File: config.mk
export PLATFORM = sky130hd
export DESIGN_NAME = dns_query_hijack_classifier_unit
export DESIGN_NICKNAME = d
export VERILOG_FILES = /design/src/rtl/dqhc_pkg.sv /design/src/rtl/dqhc_parser.sv /design/src/rtl/dqhc_table.sv /design/src/rtl/dns_query_hijack_classifier_unit.sv
export SDC_FILE = /design/constraint.sdc
export NUM_CORES = 1
export LEC_CHECK = 0
export BUFFER_PORTS_ARGS = -buffer_cell sky130_fd_sc_hd__buf_2
export CAP_MARGIN = 10
export CORE_ASPECT_RATIO = 0.5
export CORE_MARGIN = 3
export CORE_UTILIZATION = 45
export DETAILED_ROUTE_END_ITERATION = 8
export GPL_ROUTABILITY_DRIVEN = 0
export GPL_TIMING_DRIVEN = 1
export HOLD_SLACK_MARGIN = 0.03
export PLACE_DENSITY = 0.58
export SLEW_MARGIN = 10
export SYNTH_ARGS = -nofsm -noshare
export SYNTH_HDL_FRONTEND = slang
export SYNTH_SLANG_ARGS = --single-unit
File: constraint.sdc
create_clock -name clock -period 7.9 [get_ports clock]
set_clock_uncertainty 0.15 [all_clocks]
set_input_delay 1.58 -clock clock [delete_from_list [all_inputs] [get_ports clock]]
set_output_delay 1.58 -clock clock [all_outputs]
set_load 0.005 [all_outputs]
File: src/rtl/dqhc_pkg.sv
// shared types and constants for the dns query hijack classifier
`default_nettype none

package dqhc_pkg;

   localparam int HEADER_BYTES = 12;
   localparam int ANSWER_BYTES = 16;
   localparam int LEN_OUT_W = 10;
   localparam logic [15:0] FLAGS_REDIRECT = 16'h8180;
   localparam logic [15:0] FLAGS_NOTFOUND = 16'h8403;
   localparam logic [7:0] QR_MASK = 8'h80;
   localparam logic [15:0] QTYPE_A = 16'h0001;

   typedef enum logic [1:0] {
      ACT_BYTE     = 2'd0,
      ACT_ALLOW    = 2'd1,
      ACT_DISALLOW = 2'd2
   } action_type;

   typedef enum logic [1:0] {
      VERDICT_DROP     = 2'd0,
      VERDICT_FORWARD  = 2'd1,
      VERDICT_REDIRECT = 2'd2,
      VERDICT_NOTFOUND = 2'd3
   } verdict_type;

   typedef enum logic [1:0] {
      OP_LOOKUP   = 2'd0,
      OP_ALLOW    = 2'd1,
      OP_DISALLOW = 2'd2
   } tbl_op_type;

   typedef enum logic [1:0] {
      TBL_IDLE    = 2'd0,
      TBL_SEARCH  = 2'd1,
      TBL_RESOLVE = 2'd2,
      TBL_MOVE    = 2'd3
   } tbl_state_type;

   typedef struct packed {
      action_type  action;
      logic [7:0]  data_byte;
      logic        last_byte;
      logic [31:0] client_address;
   } req_payload_type;

   typedef struct packed {
      verdict_type           verdict;
      logic [LEN_OUT_W-1:0]  request_length;
      logic [LEN_OUT_W-1:0]  response_length;
      logic [15:0]           query_type;
      logic [15:0]           transaction_id;
      logic [15:0]           response_flags;
      logic                  answer_count;
   } rsp_payload_type;

   typedef struct packed {
      logic                  ok;
      logic [LEN_OUT_W-1:0]  req_len;
      logic [15:0]           qtype;
      logic [15:0]           txid;
   } summary_type;

   typedef struct packed {
      logic        start;
      tbl_op_type  op;
      logic [31:0] key;
   } tbl_cmd_type;

   typedef struct packed {
      logic done;
      logic found;
   } tbl_result_type;

endpackage

`default_nettype wire

File: src/rtl/dqhc_parser.sv
// on-the-fly parser of dns request header and question section
`default_nettype none

module dqhc_parser
   import dqhc_pkg::*;
#(
   parameter int MAX_PACKET = 512
) (
   input  wire logic        clock,
   input  wire logic        reset,
   input  wire logic        take,
   input  wire logic [7:0]  data_byte,
   input  wire logic        last_byte,
   output summary_type      summary
);

   localparam int POS_W = $clog2(MAX_PACKET + 1);
   localparam int NLP_W = $clog2(MAX_PACKET + 257);
   localparam int QE_W  = $clog2(MAX_PACKET);
   localparam int LEN_W = $clog2(MAX_PACKET + 6);

   logic [POS_W-1:0] pos_ff, pos_in, pos_upd;
   logic [NLP_W-1:0] nlp_ff, nlp_in, nlp_upd;
   logic             qfound_ff, qfound_in, qfound_upd;
   logic [QE_W-1:0]  qend_ff, qend_in, qend_upd;
   logic [15:0]      type_ff, type_in, type_upd;
   logic [15:0]      id_ff, id_in, id_upd;
   logic [1:0]       hc_ff, hc_in, hc_upd;
   logic [LEN_W-1:0] qend_len;
   logic             ok;

   always_comb begin
      pos_upd    = pos_ff;
      nlp_upd    = nlp_ff;
      qfound_upd = qfound_ff;
      qend_upd   = qend_ff;
      type_upd   = type_ff;
      id_upd     = id_ff;
      hc_upd     = hc_ff;
      if (take && (pos_ff < POS_W'(MAX_PACKET))) begin
         if (pos_ff == POS_W'(0)) begin
            id_upd = {data_byte, 8'h00};
         end else if (pos_ff == POS_W'(1)) begin
            id_upd = {id_ff[15:8], data_byte};
         end else if (pos_ff == POS_W'(2)) begin
            if ((data_byte & QR_MASK) != 8'h00) begin
               hc_upd[0] = 1'b1;
            end
         end else if ((pos_ff == POS_W'(4)) || (pos_ff == POS_W'(5))) begin
            if (data_byte != 8'h00) begin
               hc_upd[1] = 1'b1;
            end
         end
         if (pos_ff >= POS_W'(HEADER_BYTES)) begin
            if (!qfound_ff) begin
               if (NLP_W'(pos_ff) == nlp_ff) begin
                  if (data_byte == 8'h00) begin
                     qfound_upd = 1'b1;
                     qend_upd   = QE_W'(pos_ff);
                  end else begin
                     nlp_upd = NLP_W'(pos_ff) + NLP_W'(data_byte) + NLP_W'(1);
                  end
               end
            end else if (LEN_W'(pos_ff) == LEN_W'(qend_ff) + LEN_W'(1)) begin
               type_upd = {data_byte, 8'h00};
            end else if (LEN_W'(pos_ff) == LEN_W'(qend_ff) + LEN_W'(2)) begin
               type_upd = {type_ff[15:8], data_byte};
            end
         end
         pos_upd = pos_ff + POS_W'(1);
      end
   end

   always_comb begin
      qend_len = LEN_W'(qend_upd) + LEN_W'(5);
      ok = (pos_upd >= POS_W'(HEADER_BYTES)) && !hc_upd[0] && hc_upd[1] && qfound_upd
           && (qend_len <= LEN_W'(pos_upd));
      summary.ok      = ok;
      summary.req_len = ok ? LEN_OUT_W'(qend_len) : '0;
      summary.qtype   = ok ? type_upd : 16'h0000;
      summary.txid    = ok ? id_upd : 16'h0000;
   end

   always_comb begin
      if (take && last_byte) begin
         pos_in    = '0;
         nlp_in    = NLP_W'(HEADER_BYTES);
         qfound_in = 1'b0;
         qend_in   = '0;
         type_in   = 16'h0000;
         id_in     = 16'h0000;
         hc_in     = 2'b00;
      end else begin
         pos_in    = pos_upd;
         nlp_in    = nlp_upd;
         qfound_in = qfound_upd;
         qend_in   = qend_upd;
         type_in   = type_upd;
         id_in     = id_upd;
         hc_in     = hc_upd;
      end
   end

   always_ff @(posedge clock) begin
      if (reset) begin
         pos_ff    <= '0;
         nlp_ff    <= NLP_W'(HEADER_BYTES);
         qfound_ff <= 1'b0;
         qend_ff   <= '0;
         type_ff   <= 16'h0000;
         id_ff     <= 16'h0000;
         hc_ff     <= 2'b00;
      end else begin
         pos_ff    <= pos_in;
         nlp_ff    <= nlp_in;
         qfound_ff <= qfound_in;
         qend_ff   <= qend_in;
         type_ff   <= type_in;
         id_ff     <= id_in;
         hc_ff     <= hc_in;
      end
   end

endmodule

`default_nettype wire

File: src/rtl/dqhc_table.sv
// allowed address memory with search, insert and swap-remove sequencer
`default_nettype none

module dqhc_table
   import dqhc_pkg::*;
#(
   parameter int ALLOWED_ENTRIES = 10
) (
   input  wire logic    clock,
   input  wire logic    reset,
   input  wire tbl_cmd_type cmd,
   input  wire logic    resp_free,
   output logic         busy,
   output tbl_result_type result
);

   localparam int CNT_W = $clog2(ALLOWED_ENTRIES + 1);
   localparam int IDX_W = (ALLOWED_ENTRIES > 1) ? $clog2(ALLOWED_ENTRIES) : 1;

   tbl_state_type    state_ff, state_in;
   tbl_op_type       op_ff, op_in;
   logic [31:0]      key_ff, key_in;
   logic [CNT_W-1:0] count_ff, count_in;
   logic [CNT_W-1:0] idx_ff, idx_in;
   logic             cmp_valid_ff, cmp_valid_in;
   logic [IDX_W-1:0] cmp_idx_ff, cmp_idx_in;
   logic             found_ff, found_in;
   logic [IDX_W-1:0] found_idx_ff, found_idx_in;
   logic [31:0]      rd_data_ff;
   logic [31:0]      mem [ALLOWED_ENTRIES];

   logic             issue;
   logic             hit;
   logic             room;
   logic [CNT_W-1:0] count_m1;
   logic             rd_en;
   logic [IDX_W-1:0] rd_addr;
   logic             wr_en;
   logic [IDX_W-1:0] wr_addr;
   logic [31:0]      wr_data;

   assign issue    = idx_ff < count_ff;
   assign hit      = cmp_valid_ff && (rd_data_ff == key_ff);
   assign room     = count_ff < CNT_W'(ALLOWED_ENTRIES);
   assign count_m1 = count_ff - CNT_W'(1);

   // next state
   always_comb begin
      state_in = state_ff;
      case (state_ff)
         TBL_IDLE: begin
            if (cmd.start) begin
               state_in = TBL_SEARCH;
            end
         end
         TBL_SEARCH: begin
            if (!issue) begin
               state_in = TBL_RESOLVE;
            end
         end
         TBL_RESOLVE: begin
            case (op_ff)
               OP_LOOKUP: begin
                  if (resp_free) begin
                     state_in = TBL_IDLE;
                  end
               end
               OP_DISALLOW: begin
                  state_in = found_ff ? TBL_MOVE : TBL_IDLE;
               end
               default: begin
                  state_in = TBL_IDLE;
               end
            endcase
         end
         TBL_MOVE: begin
            state_in = TBL_IDLE;
         end
         default: begin
            state_in = TBL_IDLE;
         end
      endcase
   end

   // datapath registers
   always_comb begin
      op_in        = op_ff;
      key_in       = key_ff;
      count_in     = count_ff;
      idx_in       = idx_ff;
      cmp_valid_in = 1'b0;
      cmp_idx_in   = cmp_idx_ff;
      found_in     = found_ff;
      found_idx_in = found_idx_ff;
      case (state_ff)
         TBL_IDLE: begin
            if (cmd.start) begin
               op_in    = cmd.op;
               key_in   = cmd.key;
               idx_in   = '0;
               found_in = 1'b0;
            end
         end
         TBL_SEARCH: begin
            if (hit && !found_ff) begin
               found_in     = 1'b1;
               found_idx_in = cmp_idx_ff;
            end
            if (issue) begin
               cmp_valid_in = 1'b1;
               cmp_idx_in   = idx_ff[IDX_W-1:0];
               idx_in       = idx_ff + CNT_W'(1);
            end
         end
         TBL_RESOLVE: begin
            if ((op_ff == OP_ALLOW) && !found_ff && room) begin
               count_in = count_ff + CNT_W'(1);
            end
         end
         TBL_MOVE: begin
            count_in = count_m1;
         end
         default: begin
            count_in = count_ff;
         end
      endcase
   end

   // memory controls and outputs
   always_comb begin
      rd_en         = 1'b0;
      rd_addr       = idx_ff[IDX_W-1:0];
      wr_en         = 1'b0;
      wr_addr       = count_ff[IDX_W-1:0];
      wr_data       = key_ff;
      result.done   = 1'b0;
      result.found  = found_ff;
      busy          = state_ff != TBL_IDLE;
      case (state_ff)
         TBL_SEARCH: begin
            rd_en = issue;
         end
         TBL_RESOLVE: begin
            // fetch the last entry to fill the hole
            rd_addr = count_m1[IDX_W-1:0];
            rd_en   = (op_ff == OP_DISALLOW) && found_ff;
            wr_en   = (op_ff == OP_ALLOW) && !found_ff && room;
            result.done = (op_ff == OP_LOOKUP) && resp_free;
         end
         TBL_MOVE: begin
            wr_en   = 1'b1;
            wr_addr = found_idx_ff;
            wr_data = rd_data_ff;
         end
         default: begin
            rd_en = 1'b0;
         end
      endcase
   end

   always_ff @(posedge clock) begin
      if (wr_en) begin
         mem[wr_addr] <= wr_data;
      end
      if (rd_en) begin
         rd_data_ff <= mem[rd_addr];
      end
   end

   always_ff @(posedge clock) begin
      if (reset) begin
         state_ff     <= TBL_IDLE;
         count_ff     <= '0;
         cmp_valid_ff <= 1'b0;
         found_ff     <= 1'b0;
      end else begin
         state_ff     <= state_in;
         count_ff     <= count_in;
         cmp_valid_ff <= cmp_valid_in;
         found_ff     <= found_in;
      end
   end

   always_ff @(posedge clock) begin
      op_ff        <= op_in;
      key_ff       <= key_in;
      idx_ff       <= idx_in;
      cmp_idx_ff   <= cmp_idx_in;
      found_idx_ff <= found_idx_in;
   end

endmodule

`default_nettype wire

File: src/rtl/dns_query_hijack_classifier_unit.sv
// Flow: a packet byte that is not the last is taken without a stall while the table is idle.
// On the last byte the allowed table is scanned one entry per cycle from its memory; after
// the scan and resolve states the result is registered once the output is free. Allow and
// disallow stall the input for the scan and resolve; a found disallow also moves the last entry.
// Throughput: one byte per cycle inside a packet; req_stall is high while the table is busy.
// Reset: synchronous; clears the parser, the entry count and the output valid, no table sweep.
`default_nettype none

module dns_query_hijack_classifier_unit
   import dqhc_pkg::*;
#(
   parameter int ALLOWED_ENTRIES = 10,
   parameter int MAX_PACKET = 512
) (
   input  wire logic      clock,
   input  wire logic      reset,
   input  wire logic      req_valid,
   output logic           req_stall,
   input  wire req_payload_type req_payload,
   output logic           rsp_valid,
   input  wire logic      rsp_stall,
   output rsp_payload_type rsp_payload
);

   logic            accept;
   logic            take_byte;
   logic            finish;
   logic            busy;
   logic            resp_free;
   summary_type     summary;
   summary_type     snap_ff, snap_in;
   tbl_cmd_type     cmd;
   tbl_result_type  tbl_result;
   logic            rsp_valid_ff, rsp_valid_in;
   rsp_payload_type rsp_data_ff, rsp_data_in;

   assign req_stall = busy;
   assign accept    = req_valid && !req_stall;
   assign take_byte = accept && (req_payload.action == ACT_BYTE);
   assign finish    = take_byte && req_payload.last_byte;
   assign resp_free = !rsp_valid_ff || !rsp_stall;

   always_comb begin
      cmd.key   = req_payload.client_address;
      cmd.start = 1'b0;
      cmd.op    = OP_LOOKUP;
      case (req_payload.action)
         ACT_BYTE: begin
            cmd.start = finish;
         end
         ACT_ALLOW: begin
            cmd.start = accept;
            cmd.op    = OP_ALLOW;
         end
         ACT_DISALLOW: begin
            cmd.start = accept;
            cmd.op    = OP_DISALLOW;
         end
         default: begin
            cmd.start = 1'b0;
         end
      endcase
   end

   dqhc_parser #(
      .MAX_PACKET(MAX_PACKET)
   ) u_parser (
      .clock     (clock),
      .reset     (reset),
      .take      (take_byte),
      .data_byte (req_payload.data_byte),
      .last_byte (req_payload.last_byte),
      .summary   (summary)
   );

   dqhc_table #(
      .ALLOWED_ENTRIES(ALLOWED_ENTRIES)
   ) u_table (
      .clock     (clock),
      .reset     (reset),
      .cmd       (cmd),
      .resp_free (resp_free),
      .busy      (busy),
      .result    (tbl_result)
   );

   assign snap_in = finish ? summary : snap_ff;

   always_comb begin
      rsp_data_in = rsp_data_ff;
      rsp_valid_in = rsp_valid_ff && rsp_stall;
      if (tbl_result.done) begin
         rsp_valid_in = 1'b1;
         rsp_data_in  = '0;
         rsp_data_in.verdict = VERDICT_DROP;
         if (snap_ff.ok) begin
            rsp_data_in.request_length  = snap_ff.req_len;
            rsp_data_in.response_length = snap_ff.req_len;
            rsp_data_in.query_type      = snap_ff.qtype;
            rsp_data_in.transaction_id  = snap_ff.txid;
            if (tbl_result.found) begin
               rsp_data_in.verdict = VERDICT_FORWARD;
            end else if (snap_ff.qtype == QTYPE_A) begin
               rsp_data_in.verdict         = VERDICT_REDIRECT;
               rsp_data_in.response_length = snap_ff.req_len + LEN_OUT_W'(ANSWER_BYTES);
               rsp_data_in.response_flags  = FLAGS_REDIRECT;
               rsp_data_in.answer_count    = 1'b1;
            end else begin
               rsp_data_in.verdict        = VERDICT_NOTFOUND;
               rsp_data_in.response_flags = FLAGS_NOTFOUND;
            end
         end
      end
   end

   always_ff @(posedge clock) begin
      if (reset) begin
         rsp_valid_ff <= 1'b0;
      end else begin
         rsp_valid_ff <= rsp_valid_in;
      end
   end

   always_ff @(posedge clock) begin
      snap_ff     <= snap_in;
      rsp_data_ff <= rsp_data_in;
   end

   assign rsp_valid   = rsp_valid_ff;
   assign rsp_payload = rsp_data_ff;

endmodule

`default_nettype wire

==> results.py, run 1 <==
metrics = {
    "sta": {
        "drv_slew": 0,
        "rsz0062_at_grt": "false",
        "min_period_over_period_pct": 75.6,
        "setup_tns_ns": 0,
        "hold_violations": 0,
        "setup_violations": 0,
        "max_freq_ghz": 0.167,
        "layout_setup_ws_ns": 1.93,
        "period_needed_ns": 5.97,
        "tightest_slew_ns": 1.07,
        "relSlewSlack_pct": 28.1,
    },
    "power_and_ir_drop": {
        "peakVddDrop_v": 0.000328,
        "p_leak_nw": 9.47,
        "p_per_area_mw_per_mm2": 300,
    },
    "clocking": {
        "numClockSinks": 566,
        "cts_buffers": 51,
        "clkLatencyLatePin_ns": 0.60,
        "cts_hold_buf": 0,
        "root_buffer": "clkbuf_16",
        "cts_tree": "yes",
        "clk_pin_slew_ns": 0.07,
        "cts_resized": 0,
        "htreeDepth": 2,
        "post-cts-setup-buffers": 0,
        "clk_path_buf_depth": 3,
    },
    "global_routing": {
        "grt_use_total_pct": 20.5,
        "antenna_found_initial": 1,
        "grt_max_degree": 161,
        "grt_pass1_wl_mm": 90.2,
        "grt_pass1_vias": 14816,
        "grt_overflow_total": 0,
    },
    "logic_synthesis": {
        "ys_top_cells_by_count": "493 x edfxtp_1, 368 x nand2_1, 112 x nor2_1",
        "yosys_warnings": 0,
        "synth_edf_count": 493,
        "synth-xor-area-share_pct": 2.99,
        "synthMuxAreaShare_pct": 3.12,
        "synth_adder_area_share_pct": 2.20,
        "yosysMostFrequentCell": "edfxtp_1",
        "avgSynthCellArea_um2": 12.6,
        "synthTopCellsByArea": "edfxtp_1 61%, dfxtp_1 6.0%, nand2_1 5.7%",
        "synth-simple-area-share_pct": 14.6,
        "ys_async_sr_fraction_pct": 0,
        "yosys_register_bits": 566,
        "yosys.area.top_type": "edfxtp_1",
        "synth-compound-area-share_pct": 7.12,
        "synth_top_area_share_pct": 61.0,
        "ys_types": 74,
        "yosysSeqAreaShare_pct": 67.0,
        "syn_area_mm2": 0.0243,
        "syn_inst": 1920,
        "dominantRegCellSynth": "edfxtp_1",
        "synth_top_family_by_area": "simple AND/OR/NAND/NOR gates",
    },
    "detailed_routing": {
        "drt-pass1-iter-count": 5,
        "drc_errors": 0,
        "wirelength_mm": 58.6,
        "vias": 15179,
        "drtIter0Drc": 1286,
        "ant_nets": 0,
        "wire_per_inst_um": 21.4,
        "post_drt_via_cell_ratio": 5.55,
    },
    "die": {
        "core_mm2": 0.0526,
        "pin_count": 120,
        "die_h_um": 170,
        "start_util_pct": 46.1,
        "die_area_mm2": 0.0569,
        "die_x_um": 334,
        "core.rowCount": 59,
    },
    "critical_path": {
        "crit_required_ns": 8.20,
        "crit_slowest_cell": "o41a_1",
        "crit_chain": "buf_2, nor4_1, nand2_1, nor3_1, o211a_1, buf_4, mux2_2, ha_1, nor2_1, mux2i_1, o211ai_1, xor2_1, ha_1, o21ai_0, nor2_1, o41a_1, a2111o_1, buf_4, inv_2, a32o_1",
        "path_buf_inv": 4,
        "path_max_fanout": 31,
        "r2r_cells": 18,
        "setup.worst_path.end_class": "register",
        "worstReg2RegEnd": "snap_ff[21]",
        "r2r_setup_slack_ns": 2.50,
        "path_delay_family": "compound AO/OA/AOI/OAI gates",
        "arrival_ns": 6.27,
        "crit_type": "input port to register",
        "startpoint_type": "input port",
        "slowest_delay_ns": 0.47,
        "worstReg2RegStart": "u_parser.pos_ff[3]",
    },
    "final_layout": {
        "drive_gt1_share_pct": 14.3,
        "finalNetCount": 2081,
        "antenna_cells": 0,
        "syn2layout_area_growth_pct": 12.5,
    },
    "place": {
        "dp_slack_ns": 1.31,
        "dpl.hpwl_mm": 32.7,
        "portBuffers": 109,
    },
    "min_path": {
        "worst_hold_path_type": "register to register",
        "min_to": "u_table.found_idx_ff[3]",
        "hold_path_depth": 0,
        "min-delay-start": "u_table.cmp_idx_ff[3]",
    },
    "outcome": {
        "status": "finished clean",
    },
    "run": {
        "max-cap-violations": 0,
    },
}
## worst max path at each step
stage,startpoint,depth (start not counted),to
2_1_floorplan,req_payload[33],20,snap_ff[5]
3_3_place_gp,req_payload[34],20,snap_ff[21]
3_5_place_dp,req_payload[34],20,snap_ff[21]
4_1_cts,req_payload[34],20,snap_ff[21]
5_1_grt,req_payload[34],20,snap_ff[22]
6_report,req_payload[34],20,snap_ff[21]
## stage by stage
step / cells / hold WS (ns) / total power, mW / cell area (um2) / util, %
final: 2736 / 0.267 / 8.18 / 27300 / 51.9
after floorplan: 1929 / 0.250 / 4.98 / 24300 / -
after global placement: 2640 / 0.252 / 5.62 / 25500 / 48.5
after detailed placement: 2640 / 0.255 / 5.63 / 25500 / 48.5
after global routing: 2736 / 0.274 / 8.60 / 27300 / 51.9
after CTS: 2736 / 0.269 / 8.25 / 27300 / 51.9
## sequential cells by signal, indices dropped and copies added (netlist names), 4 cells and up
| signal | cells |
|---|---|
| u_parser.type_ff | 16 |
| u_table.rd_data_ff | 32 |
| u_parser.pos_ff | 10 |
| u_parser.nlp_ff | 10 |
| u_parser.qend_ff | 9 |
| u_table.found_idx_ff | 4 |
| u_table.cmp_idx_ff | 4 |
| u_table.idx_ff | 4 |
| u_parser.id_ff | 16 |
| snap_ff | 43 |
| u_table.count_ff | 4 |
| u_table.key_ff | 32 |
| u_table.mem | 320 |
| rsp_payload | 52 |
## cell usage in the layout, fill, tap and decap left out, types with 11 or more instances in the layout
cell and instances:
and3_1 41, nor4_1 19, a21oi_1 42, nor3_1 19, a311oi_1 66, and2_1 65
o21ai_0 17, mux2_2 38, dfxtp_1 73, nand2_1 368, a31oi_1 37, xnor2_1 44
nand4_1 18, edfxtp_1 493, nand3_1 78, nor2_1 102, a32o_1 16, inv_1 27
ha_1 40, buf_4 27, xor2_1 39, clkinv_2 11, clkbuf_16 52, buf_2 109
mux2i_1 28
## metal layers
metal / GRT usage [%] / share of wire, %
met4: 4.04 / 1.6
met3: 3.12 / 5.3
met1: 28.4 / 45
met5: 0 / 0.019
met2: 34.9 / 49
## cell type report
cell class | instances | area (um2)
Fill cell | 4426 | 25300
Sequential cell | 566 | 16300
Multi-Input combinational cell | 1206 | 7510
Clock buffer | 68 | 1420
Tap cell | 701 | 877
Timing Repair Buffer | 137 | 768
Clock inverter | 28 | 353
Inverter | 30 | 113
## power breakdown
| part | switching [mW] | total (mW) | leakage (nW) | internal, mW |
|---|---|---|---|---|
| Clock | 1.12 | 2.62 | 0.864 | 1.50 |
| Sequential | 0.0757 | 3.57 | 5.07 | 3.49 |
| Combinational | 1.37 | 1.99 | 3.53 | 0.616 |
| Total | 2.57 | 8.18 | 9.47 | 5.61 |
## cell families (layout without fill, tap and decap cells)
logic type	after synthesis	in the layout
buffers and inverters	157	263
muxes	70	70
DFF	566	566
and+or+nand+nor	766	766
xor gates and xnor gates	83	83
adders and majority gates	42	42
other	1	10
AOI/OAI and AO/OA	235	235
No activity file was read; power rests on OpenSTA's default activity.
==> run 2, diff against run 1 <==
==> constraint.sdc (replaced) <==
create_clock -name clock -period 6.2 [get_ports clock]
set_clock_uncertainty 0.15 [all_clocks]
set_input_delay 1.24 -clock clock [delete_from_list [all_inputs] [get_ports clock]]
set_output_delay 1.24 -clock clock [all_outputs]
set_load 0.005 [all_outputs]
==> run 2 against run 1 <==
Global-route usage decreased by 0.065 points. Hold slack better by 0.00098 ns. Core utilization down 0.21 points. Combinational power is 27% higher. Critical path depth fell by 2. Sequential cell count unchanged. Clock power increased by 16%. Largest power group unchanged. First-iteration DRC count is 6.1% higher. Sequential share of layout area is 0.24 points higher.
==> results.py, run 2 (synthesized netlist as in run 1, its figures left out) <==
metrics = {
    "final_layout": {
        "largest_register_ffs": 320,
        "drive_gt1_share_pct": 14.1,
        "finalNetCount": 2090,
        "final_common_cell": "edfxtp_1",
        "syn2layout_area_growth_pct": 12.0,
        "final_cell_mix": "493 x edfxtp_1, 368 x nand2_1, 109 x buf_2, 102 x nor2_1, 78 x nand3_1",
        "antenna_cells": 0,
        "n_fill_cell": 4505,
        "largest_register": "u_table.mem",
    },
    "outcome": {
        "status": "finished clean",
    },
    "die": {
        "core.rowCount": 59,
        "start_util_pct": 46.1,
        "die_x_um": 334,
        "die_area_mm2": 0.0569,
        "die_h_um": 170,
        "core_mm2": 0.0526,
        "pin_count": 120,
    },
    "global_routing": {
        "grt_pass1_wl_mm": 89.2,
        "antenna_found_initial": 0,
        "grt_use_total_pct": 20.5,
        "grt_max_degree": 161,
        "grt_overflow_total": 0,
        "grt_pass1_vias": 14758,
    },
    "critical_path": {
        "arrival_ns": 5.80,
        "r2r_cells": 17,
        "crit_path_end": "snap_ff[22]",
        "path_max_fanout": 13,
        "slowest_delay_ns": 0.55,
        "crit_type": "input port to register",
        "critical_path_depth": 18,
        "r2r_setup_slack_ns": 1.14,
        "crit_chain": "buf_2, nor4_1, nand2_1, nor3_1, o211a_1, mux2_2, ha_1, nor2_1, mux2i_1, o211ai_1, xor2_1, ha_1, o21ai_0, nor2_1, o41a_1, a2111o_1, inv_2, a32o_1",
        "worstReg2RegEnd": "snap_ff[22]",
        "path_delay_family": "compound AO/OA/AOI/OAI gates",
        "crit_required_ns": 6.49,
        "setup.worst_path.end_class": "register",
        "worstReg2RegStart": "u_parser.pos_ff[8]",
        "crit_slowest_cell": "nor4_1",
        "startpoint": "req_payload[33]",
        "startpoint_type": "input port",
        "path_buf_inv": 2,
    },
    "sta": {
        "tightest_slew_ns": 1.16,
        "hold_violations": 0,
        "drv_slew": 0,
        "hold_ws_ns": 0.268,
        "min_period_over_period_pct": 88.9,
        "setup_tns_ns": 0,
        "period_needed_ns": 5.51,
        "max_freq_ghz": 0.181,
        "setup_violations": 0,
        "relSlewSlack_pct": 22.5,
        "rsz0062_at_grt": "false",
    },
    "detailed_routing": {
        "wirelength_mm": 58.4,
        "wire_per_inst_um": 21.3,
        "drt-pass1-iter-count": 5,
        "drtIter0Drc": 1364,
        "drc_errors": 0,
        "post_drt_via_cell_ratio": 5.56,
        "vias": 15247,
        "ant_nets": 0,
    },
    "min_path": {
        "worst_hold_path_type": "register to register",
    },
    "place": {
        "dpl.hpwl_mm": 33.5,
        "portBuffers": 109,
    },
    "clocking": {
        "clkLatencyLatePin_ns": 0.59,
        "clk_path_buf_depth": 3,
        "root_buffer": "clkbuf_16",
        "clk_pin_slew_ns": 0.06,
        "numClockSinks": 566,
        "htreeDepth": 2,
        "post-cts-setup-buffers": 0,
        "cts_hold_buf": 0,
        "cts_tree": "yes",
        "cts_buffers": 51,
        "cts_resized": 0,
    },
    "power_and_ir_drop": {
        "p_per_area_mw_per_mm2": 372,
        "peakVddDrop_v": 0.000355,
        "p_leak_nw": 9.42,
    },
    "run": {
        "max-cap-violations": 0,
    },
}
## run 2: changes by cell type in the layout (fill, tap and decap cells not counted)
cell | previous run | this run
clkinvlp_4 | 3 | 2
clkbuf_1 | 10 | 15
clkinv_4 | 0 | 1
clkinv_1 | 7 | 12
clkinv_2 | 11 | 6
clkbuf_8 | 6 | 2
buf_12 | 1 | 2
buf_4 | 27 | 35
bufinv_16 | 7 | 2
## run 2: where the power goes
part	switching [mW]	internal, mW	total (mW)
Combinational	1.74	0.790	2.53
Clock	1.39	1.65	3.04
Sequential	0.0914	4.45	4.54
Total	3.22	6.89	10.1
## run 2: final cells by class
| class | instances | area (um2) | share of cell area, % |
|---|---|---|---|
| clock inverter | 23 | 198 | 0.727 |
| multi-input combinational | 1206 | 7510 | 27.6 |
| clock buffer | 69 | 1390 | 5.09 |
| timing repair buffer | 146 | 848 | 3.12 |
| tap | 701 | 877 | 3.23 |
| inverter | 30 | 113 | 0.414 |
| sequential | 566 | 16300 | 59.8 |
## run 2: worst min path at each step
stage,slack [ns],end,start,depth (start not counted)
floorplan,0.25,u_table.found_idx_ff[0],u_table.cmp_idx_ff[0],0
global placement,0.25,u_table.found_idx_ff[3],u_table.cmp_idx_ff[3],0
detailed placement,0.26,u_table.found_idx_ff[3],u_table.cmp_idx_ff[3],0
CTS,0.27,u_table.found_idx_ff[3],u_table.cmp_idx_ff[3],0
global route,0.28,u_table.found_idx_ff[3],u_table.cmp_idx_ff[3],0
finish,0.27,u_table.found_idx_ff[3],u_table.cmp_idx_ff[3],0
## run 2: routing by layer
layer	routed length [um]	vias up	GRT usage, %
li1	-	7191	-
met1	26100	7577	28.7
met2	28000	379	33.9
met3	2960	100	2.98
met4	1320	0	5.14
met5	0	-	0
## run 2: stage by stage
stage / area (um2) / cells / power (mW) / worst slack [ns] / util [%]
after CTS: 27200 / 2741 / 10.2 / 0.693 / 51.7
after floorplan: 24300 / 1929 / 6.35 / 0.790 / -
after global placement: 25600 / 2649 / 7.16 / 0.192 / 48.7
final: 27200 / 2741 / 10.1 / 0.689 / 51.7
after detailed placement: 25600 / 2649 / 7.17 / 0.0992 / 48.7
after global routing: 27200 / 2741 / 10.7 / 0.500 / 51.7
